File: config.mk
export PLATFORM = sky130hd
export DESIGN_NAME = efx_step_unit
export DESIGN_NICKNAME = d
export VERILOG_FILES = /design/src/efx_pkg.sv /design/src/efx_step_unit.sv
export SDC_FILE = /design/constraint.sdc
export NUM_CORES = 1
export LEC_CHECK = 0
export BUFFER_PORTS_ARGS = -buffer_cell sky130_fd_sc_hd__buf_2
export CAP_MARGIN = 20
export CORE_AREA = 2 2 320 322
export DETAILED_ROUTE_END_ITERATION = 8
export DIE_AREA = 0 0 322 324
export PLACE_DENSITY_LB_ADDON = 0.25
export SYNTH_ARGS = -nofsm -noshare
export SYNTH_HDL_FRONTEND = slang
export SYNTH_SLANG_ARGS = --single-unit
File: constraint.sdc
create_clock -name vclk -period 4.62
set_input_delay 0.693 -clock vclk [all_inputs]
set_output_delay 0.693 -clock vclk [all_outputs]
set_load 0.02 [all_outputs]
File: src/efx_pkg.sv
package efx_pkg;

	localparam int WORD_W = 64;
	localparam int SEED_W = 32;
	localparam int ROT_AMOUNT = 25;

	// Digits of the remainder unit: bits folded in per cycle.
	localparam int MOD_BITS = 4;
	localparam int MOD_STEPS = WORD_W / MOD_BITS;

	// Seed positions of the four registers, then the start of the tables.
	localparam int SEED_POS_A = 0;
	localparam int SEED_POS_B = 1;
	localparam int SEED_POS_C = 2;
	localparam int SEED_POS_I = 3;
	localparam int SEED_POS_TABLES = 4;

	// One iteration seed word covers a group of four table entries.
	localparam int GROUP_SIZE = 4;
	localparam int GROUP_SHIFT = 2;
	localparam logic [GROUP_SHIFT-1:0] FILL_LAST = GROUP_SHIFT'(GROUP_SIZE - 1);

	typedef logic [WORD_W-1:0] word_t;

	typedef struct packed {
		word_t a;
		word_t b;
		word_t c;
		word_t i;
	} regs_t;

	typedef enum logic [2:0] {
		ST_IDLE,
		ST_FILL,
		ST_ADV,
		ST_MOD,
		ST_READ,
		ST_WRITE
	} state_t;

endpackage

File: src/efx_step_unit.sv
module efx_step_unit import efx_pkg::*; (
	input  regs_t cur,
	input  word_t iterated,
	input  word_t indirect,
	output regs_t nxt,
	output word_t indir_wdata,
	output word_t iter_wdata,
	output word_t result
);

	word_t mix;
	word_t rot;

	assign mix = cur.a ^ cur.b;
	assign rot = (cur.c << ROT_AMOUNT) | (cur.c >> (WORD_W - ROT_AMOUNT));

	assign nxt.a = cur.b + cur.i;
	assign nxt.b = cur.c + indirect;
	assign nxt.c = mix + rot;
	assign nxt.i = cur.i + WORD_W'(1);

	assign indir_wdata = iterated + cur.a;
	assign iter_wdata  = indirect;
	assign result      = nxt.b ^ iterated;

endmodule

==> flow_metrics.env <==
export IMPL_critPathTopFamily="compound AO/OA/AOI/OAI gates"
export IMPL_hold_depth=2
export IMPL_yosysUniqueCellTypes=82
export IMPL_hold_viol=0
export IMPL_power_internal_mw=2.49
export IMPL_hold_path_class="primary input to output port"
export IMPL_p_comb_share_pct=100.0
export IMPL_rows=117
export IMPL_synth_area_um2=17500
export IMPL_final_net_count=4334
export IMPL_postCtsHoldBufs=0
export IMPL_syn2layout_area_growth_pct=55.4
export IMPL_end_kind="output port"
export IMPL_synth_area_leaders="ha_1 18%, xor2_1 11%, xnor2_1 10%, a21oi_1 8.8%, a21o_1 7.0%"
export IMPL_grt_pass1_wl_um=174000
export IMPL_place_ws_ns=-0.388
export IMPL_path_depth=17
export IMPL_coreArea_um2=101000
export IMPL_swShare_pct=62.2
export IMPL_seq_cell_count=0
export IMPL_vias=24261
export IMPL_ant_nets=0
export IMPL_start_util_pct=17.3
export IMPL_grt_pass1_vias=23387
export IMPL_placedCellCount=4968
export IMPL_critPathLaunchType="primary input"
export IMPL_crit_path_frequent_cell="buf_4"
export IMPL_max_slew_margin_pct=53.2
export IMPL_drive_gt1_share_pct=40.6
export IMPL_place_hpwl_um=118000
export IMPL_drc=0
export IMPL_firstDrtPassIters=5
export IMPL_power_total_mw=6.58
export IMPL_ys_seq_area_share_pct=0
export IMPL_viasPerCell=4.85
export IMPL_antenna_found_initial=25
export IMPL_n_clock_buffer=0
export IMPL_gr_total_overflow=0
export IMPL_max_cap_viol_count=0
export IMPL_cp_required_ns=3.93
export IMPL_power_per_cell_area_nw_per_um2=241
export IMPL_synth_fp_nets=3174
export IMPL_synth_top_area_share_pct=18.5
export IMPL_drtIter0Drc=1644
export IMPL_max_stage_delay_ns=0.37
export IMPL_routedWlPerCell_um=25.8
export IMPL_track_usage_pct=23.2
export IMPL_power_frac_clock_pct=0
export IMPL_worst_path_buf_inv=5
export IMPL_max_vdd_ir_drop_mv=0.0916
export IMPL_setup_violations=2
export IMPL_syn_area_per_cell_um2=6.93
export IMPL_post_route_min_period_ns=4.65
export IMPL_fin_crit_sh_pct=101
export IMPL_crit_path_cell_trace="buf_8 -> ha_4 -> fa_2 -> a21oi_2 -> o211ai_1 -> a311oi_1 -> buf_4 -> o21ai_4 -> o311ai_2 -> buf_4 -> o41a_1 -> buf_6 -> a31oi_4 -> a21o_1 -> a221oi_2 -> xnor2_1 -> buf_4"
export IMPL_cp_arrival_ns=3.96
export IMPL_violations="setup timing"
export IMPL_worst_pin_slew_ns=0.700
export IMPL_yosys_warnings=0
export IMPL_status="complete, but fails checks"
export IMPL_seq_power_share_pct=0
export IMPL_die_h_um=324
export IMPL_io_buffers=832
export IMPL_fmax_mhz=215
export IMPL_place_congestion=0.983
export IMPL_synth_area_leader_cell="ha_1"
export IMPL_yosysMostFrequentCell="a21oi_1"
export IMPL_crit_slowest_cell="fa_2"
export IMPL_fin_cells=5001
export IMPL_grt_max_degree=12
export IMPL_io_pin_count=832
export IMPL_slew_violations=0
export IMPL_crit_fanout=3
export IMPL_netlist_top_cells_count="307 x a21oi_1, 259 x ha_1, 224 x xor2_1, 208 x xnor2_1, 204 x nand2_1"
export IMPL_routed_wl_um=129000
export IMPL_power_switching_mw=4.09
export IMPL_tns_ns=-0.0659
export IMPL_dieArea_um2=104000
export IMPL_p_leak_nw=13.6
export IMPL_rsz0062_at_grt="true"
export IMPL_path_class="primary input to output port"
export IMPL_die_x_um=322
export IMPL_layout_setup_ws_ns=-0.0335
export IMPL_synth_cells=2527
export IMPL_seq_area_um2=0
## layer usage
layer | GRT usage, % | vias to the layer above | routed length, µm
met1 | 31.6 | 11676 | 58900
li1 | - | 11568 | -
met4 | 3.86 | 10 | 2910
met2 | 39.5 | 905 | 60100
met5 | 0 | - | 63
met3 | 2.60 | 102 | 6940
## area by class of cell
cell class | instances | area [µm²]
inverter | 73 | 274
timing repair buffer | 1334 | 8060
multi-input combinational | 2278 | 17200
antenna | 7 | 17.5
fill | 11396 | 73800
tap | 1309 | 1640
## layout by cell type (no fill, tap or decap), types with 72 or more instances in the layout
cell type	n
buf_2	810
xnor2_1	195
o21ai_0	115
inv_1	73
nor2_1	136
nand3_1	72
nand4_1	94
nand2_1	204
a21oi_1	282
ha_1	247
a21o_1	164
xor2_1	215
buf_4	511
## power by group through the flow
stage | clock [mW] | sequential, mW | combinational, mW
after floorplan | 0 | 0 | 3.33
after global placement | 0 | 0 | 6.32
after detailed placement | 0 | 0 | 6.29
after CTS | 0 | 0 | 6.43
after global routing | 0.0000000869 | 0 | 6.99
final | 0.000000185 | 0 | 6.58
## cell families after synthesis
group / count (synthesis) / share of synthesized area (%)
multiplexers: 1 / 0.0571
AO/OA/AOI/OAI: 885 / 32.7
buffers and inverters: 249 / 6.81
AND/OR/NAND/NOR: 694 / 19.5
adder cells (fa/ha/maj): 263 / 19.0
XOR/XNOR: 435 / 22.0
## stage by stage
step                area (µm²)  util (%)  hold WS, ns
finish                   27200      27.0         1.64
global route             27200      26.9         1.66
CTS                      26500      26.2         1.65
detailed placement       26000      25.7         1.65
global placement         26000      25.7         1.65
floorplan                17500         -         1.46
## path summary, 6_finish.rpt
| path | start | to |
|---|---|---|
| min | indirect[16] | iter_wdata[16] |
| max | iterated[0] | indir_wdata[58] |
## timing repair
item | 4_1_cts | 5_1_grt
resized for setup | 84 | 124
setup endpoints to repair | 63 | 77
setup buffers | 12 | 16
pin swaps | 35 | 64
Note: power is estimated with default switching activity, not from simulation.
