`src/efx_pkg.sv`:
```
package efx_pkg;

	localparam int WORD_W = 64;
	localparam int SEED_W = 32;
	localparam int ROT_AMOUNT = 25;

	// Digits of the remainder unit: bits folded in per cycle.
	localparam int MOD_BITS = 4;
	localparam int MOD_STEPS = WORD_W / MOD_BITS;

	// Seed positions of the four registers, then the start of the tables.
	localparam int SEED_POS_A = 0;
	localparam int SEED_POS_B = 1;
	localparam int SEED_POS_C = 2;
	localparam int SEED_POS_I = 3;
	localparam int SEED_POS_TABLES = 4;

	// One iteration seed word covers a group of four table entries.
	localparam int GROUP_SIZE = 4;
	localparam int GROUP_SHIFT = 2;
	localparam logic [GROUP_SHIFT-1:0] FILL_LAST = GROUP_SHIFT'(GROUP_SIZE - 1);

	typedef logic [WORD_W-1:0] word_t;

	typedef struct packed {
		word_t a;
		word_t b;
		word_t c;
		word_t i;
	} regs_t;

	typedef enum logic [2:0] {
		ST_IDLE,
		ST_FILL,
		ST_ADV,
		ST_MOD,
		ST_READ,
		ST_WRITE
	} state_t;

endpackage

```
`src/efx_table_mem.sv`:
```
module efx_table_mem import efx_pkg::*; #(
	parameter int DEPTH = 32
) (
	input  logic                     clk,
	input  logic                     arst_n,
	input  logic                     we,
	input  logic [$clog2(DEPTH)-1:0] waddr,
	input  word_t                    wdata,
	input  logic                     re,
	input  logic [$clog2(DEPTH)-1:0] raddr,
	output word_t                    rdata
);

	word_t            mem_q [DEPTH];
	logic [DEPTH-1:0] vld_q;
	word_t            rd_q;
	logic             rd_vld_q;

	always_ff @(posedge clk) begin
		if (we) begin
			mem_q[waddr] <= wdata;
		end
		if (re) begin
			rd_q <= mem_q[raddr];
		end
	end

	// Entries never written since reset read as zero.
	always_ff @(posedge clk or negedge arst_n) begin
		if (!arst_n) begin
			vld_q    <= '0;
			rd_vld_q <= 1'b0;
		end else begin
			if (we) begin
				vld_q[waddr] <= 1'b1;
			end
			if (re) begin
				rd_vld_q <= vld_q[raddr];
			end
		end
	end

	assign rdata = rd_vld_q ? rd_q : '0;

endmodule

```
`config.mk`:
```
export PLATFORM = sky130hd
export DESIGN_NAME = efx_table_mem
export DESIGN_NICKNAME = d
export VERILOG_FILES = /design/src/efx_pkg.sv /design/src/efx_table_mem.sv
export SDC_FILE = /design/constraint.sdc
export NUM_CORES = 2
export LEC_CHECK = 0
export BUFFER_PORTS_ARGS = -buffer_cell sky130_fd_sc_hd__buf_2
export CAP_MARGIN = 20
export CORE_MARGIN = 2
export CORE_UTILIZATION = 25
export DETAILED_ROUTE_END_ITERATION = 7
export HOLD_SLACK_MARGIN = 0.05
export PLACE_DENSITY_LB_ADDON = 0.15
export REMOVE_ABC_BUFFERS = 1
export SLEW_MARGIN = 20
export SYNTH_ARGS = -nofsm -noshare
export SYNTH_HDL_FRONTEND = slang
export SYNTH_SLANG_ARGS = --single-unit
```
`constraint.sdc`:
```
create_clock -name clk -period 4.8 [get_ports clk]
set_input_delay 0.48 -clock clk [delete_from_list [all_inputs] [get_ports clk]]
set_output_delay 0.48 -clock clk [all_outputs]
set_load 0.005 [all_outputs]
```
==> reports/qor.txt <==
FLOORPLAN
--------------------------------------------------------------------------------------
Total die area ..........................................................   0.330 mm^2
# IOs ...................................................................          142
Area of the core ........................................................   0.324 mm^2
Effective utilization at floorplan ......................................        0.251
Die width ...............................................................       574 um
Num rows ................................................................          209
Floorplan die height ....................................................       574 um

CRITICAL PATH
--------------------------------------------------------------------------------------
Worst path max stage delay ..............................................      0.94 ns
Data arrival, critical path .............................................      2.95 ns
Peak fanout along the critical path .....................................           45
Crit path buf inv count .................................................            2
Start-to-end type of the worst setup path ...............................      reg2out
WP data required ........................................................      4.32 ns
Critical path launch point type .........................................     register
Family with the most delay on the worst path ............................   flip-flops
Chain of cells forming the critical path ................................ buf_4 > and2_1 > buf_2
Crit path capture type .................................................. primary output
Crit path max-delay cell type ...........................................      dfrtp_4

LOGIC SYNTHESIS
--------------------------------------------------------------------------------------
Async set-reset flop share out of synthesis .............................       0.0154
Commonest cells in the synthesized netlist .............................. edfxtp_1, mux4_2, mux2i_1
Most numerous cell in the Yosys netlist .................................     edfxtp_1
Synthesized netlist cell count ..........................................         3309
Portion of the post-synthesis area used by sequential elements ..........        0.790
Post-synth top area share ...............................................        0.780
Number of synthesis warnings ............................................            0
Cell Area, Synth ........................................................  0.0814 mm^2
Synth unique cells ......................................................           32
Main flop type after synthesis ..........................................     edfxtp_1
Avg Inst Size Synth .....................................................    24.6 um^2
Synth Register Bits .....................................................         2145
Top cells by area, synth ................................................ edfxtp_1, mux4_2, mux2i_1, dfrtp_1, mux2_2
Library cell with the largest summed area after synthesis ...............     edfxtp_1
EDFF count, synth .......................................................         2112

CLOCKING
--------------------------------------------------------------------------------------
Num CTS Buffers .........................................................          234
Number of post-CTS setup repair buffers .................................            0
Clock slew at reported path FFs .........................................      0.06 ns
Clock buffer depth ......................................................            4
Count of clock tree sinks ...............................................         2145
Number of gates resized after CTS .......................................            0
Clock network latency to the later pin of the worst-skew pair ...........      0.89 ns
CTS hold repair buffers .................................................           44
Clock tree from TritonCTS ...............................................          yes
Depth of the CTS H-tree .................................................            4
Clk root buf ............................................................    clkbuf_16

STATUS
--------------------------------------------------------------------------------------
Outcome .................................................................    completed

PWR
--------------------------------------------------------------------------------------
Cell Int Power ..........................................................      31.7 mW
Fraction of power consumed by the clock network .........................        0.425
Power after layout ......................................................      40.3 mW
Sequential Power Share ..................................................        0.523
Net switching power of the design .......................................      8.64 mW
Ratio of total power to cell area .......................................  419 mW/mm^2
Maximum resistive drop on vdd ...........................................       309 uV
Gate power share ........................................................        0.052
Leakage .................................................................      29.8 nW
Switch share ............................................................        0.214

DRT
--------------------------------------------------------------------------------------
Total number of vias ....................................................        37200
Detailed router's first-iteration violation count .......................         3540
Final routed DRC violation total ........................................            0
Detail-routed via count per cell ........................................         4.53
Routed wire length per instance .........................................      30.2 um
Total wire length after detailed routing ................................       247 mm
Antenna violation net count after detailed routing ......................            0
First-pass detailed-route iteration total ...............................            5

STA
--------------------------------------------------------------------------------------
Setup repair after global routing missed its margin .....................        false
Final-report hold violation count .......................................            0
Final setup violation count .............................................            0
Transition time at the pin with the least slew margin ...................      1.13 ns
Slew Limit Headroom .....................................................        0.249
Sum of negative setup slack .............................................         0 ns
Final period util .......................................................        0.714
Max-slew violation count ................................................            0
Clock Skew ..............................................................    0.0381 ns
Time the final worst path needs with I/O delays and setup ...............      3.43 ns
Maximum operating frequency .............................................      292 MHz

GRT
--------------------------------------------------------------------------------------
Initial antenna violation count .........................................           34
First-pass GRT wire length ..............................................       338 mm
GR Util All Layers ......................................................        0.148
Global route overflow ...................................................            0
Via count of the first global-routing pass ..............................        39400
Largest net degree at the start of global routing .......................           72

FINAL LAYOUT
--------------------------------------------------------------------------------------
Growth of design area from synthesis to finish ..........................        18.3%
Layout Nets .............................................................         3774
Fillcell total ..........................................................        31200
Layout cell share with drive strength beyond 1 ..........................        0.329

JOB
--------------------------------------------------------------------------------------
Total of max-cap violations .............................................            0

WORST HOLD PATH
--------------------------------------------------------------------------------------
Type of the most critical hold path .....................................       in2reg

PLACEMENT
--------------------------------------------------------------------------------------
Weighted congestion reported at the end of routability-driven placement .        0.674
Count of input and output buffers .......................................          141
Post-DP HPWL ............................................................       121 mm

metrics by stage:
stage | cell area [um^2] | worst slack, ns | hold WS (ns) | utilization | std cells
2_1_floorplan | 80600 | 0.553 | 0.184 | - | 3142
3_3_place_gp | 88700 | 1.61 | 0.446 | 0.274 | 7741
3_5_place_dp | 88700 | 1.60 | 0.447 | 0.274 | 7741
4_1_cts | 96200 | 1.11 | 0.0501 | 0.297 | 8194
5_1_grt | 96200 | 1.11 | 0.0933 | 0.297 | 8196
6_report | 96300 | 1.37 | 0.117 | 0.297 | 8201
flip-flops by register name (all words and copies together) (netlist names):
register,cells
rd_vld_q,1
rd_q,64
mem_q,2048
vld_q,32
placed cells by master (no fill, tap or decap), types with 35 or more instances in the layout:
cell           Yosys  final
mux2i_1          103    103
clkbuf_16          0    236
or2_2             35     35
mux4_2           591    591
clkinv_2           0     36
dlygate4sd3_1      0     44
and2_1            64     64
mux2_2            37     37
clkbuf_1          73     65
nand2_1           51     51
edfxtp_1        2112   2112
buf_4             15     77
buf_12             0     56
buf_2             42    135
clkinv_1           0     46
power groups by stage:
stage          Combinational, mW  Sequential, mW  Clock (mW)
2_1_floorplan              0.955            21.4           0
3_3_place_gp                2.11            21.5           0
3_5_place_dp                2.13            21.5           0
4_1_cts                     2.17            21.1        17.7
5_1_grt                     2.27            21.1        18.4
6_report                    2.08            21.1        17.2
kinds of logic after synthesis:
kind of cell | synth area share
AO/OA/AOI/OAI | 0.00614
buffers and inverters | 0.00955
AND/OR/NAND/NOR | 0.0131
multiplexers | 0.182
flip-flops | 0.790
metal layers:
metal	track usage	up-vias	wire length, um
met2	0.248	951	121000
met1	0.204	20800	111000
met3	0.0207	344	10200
met5	0	-	92
met4	0.0344	14	5320
li1	-	15100	-
area by class of cell:
cell class	count	area, um^2	area share
Sequential cell	2145	64300	0.667
Multi-Input combinational cell	994	16600	0.172
Clock buffer	304	6190	0.0643
Tap cell	4325	5410	0.0562
Timing Repair Buffer	318	2900	0.0301
Clock inverter	105	898	0.00933
Antenna cell	7	17.5	0.000182
Inverter	3	16.3	0.000169
worst paths after layout:
kind                            slack, ns                   from  cells past startpoint                 endpoint
worst max register to register       2.44   rd_vld_q$_DFFE_PN0P_                      5     rd_vld_q$_DFFE_PN0P_
max in group asynchronous            3.81                 arst_n                      2     rd_vld_q$_DFFE_PN0P_
worst min register to register       0.46  vld_q[29]$_DFFE_PN0P_                      1    vld_q[29]$_DFFE_PN0P_
worst max-delay path                 1.37   rd_vld_q$_DFFE_PN0P_                      3                rdata[60]
min in group asynchronous            0.39                 arst_n                      2    vld_q[12]$_DFFE_PN0P_
worst min-delay path                 0.12              wdata[10]                      1  mem_q[12][10]$_DFFE_PP_
Power figures use the tool's default switching activity.
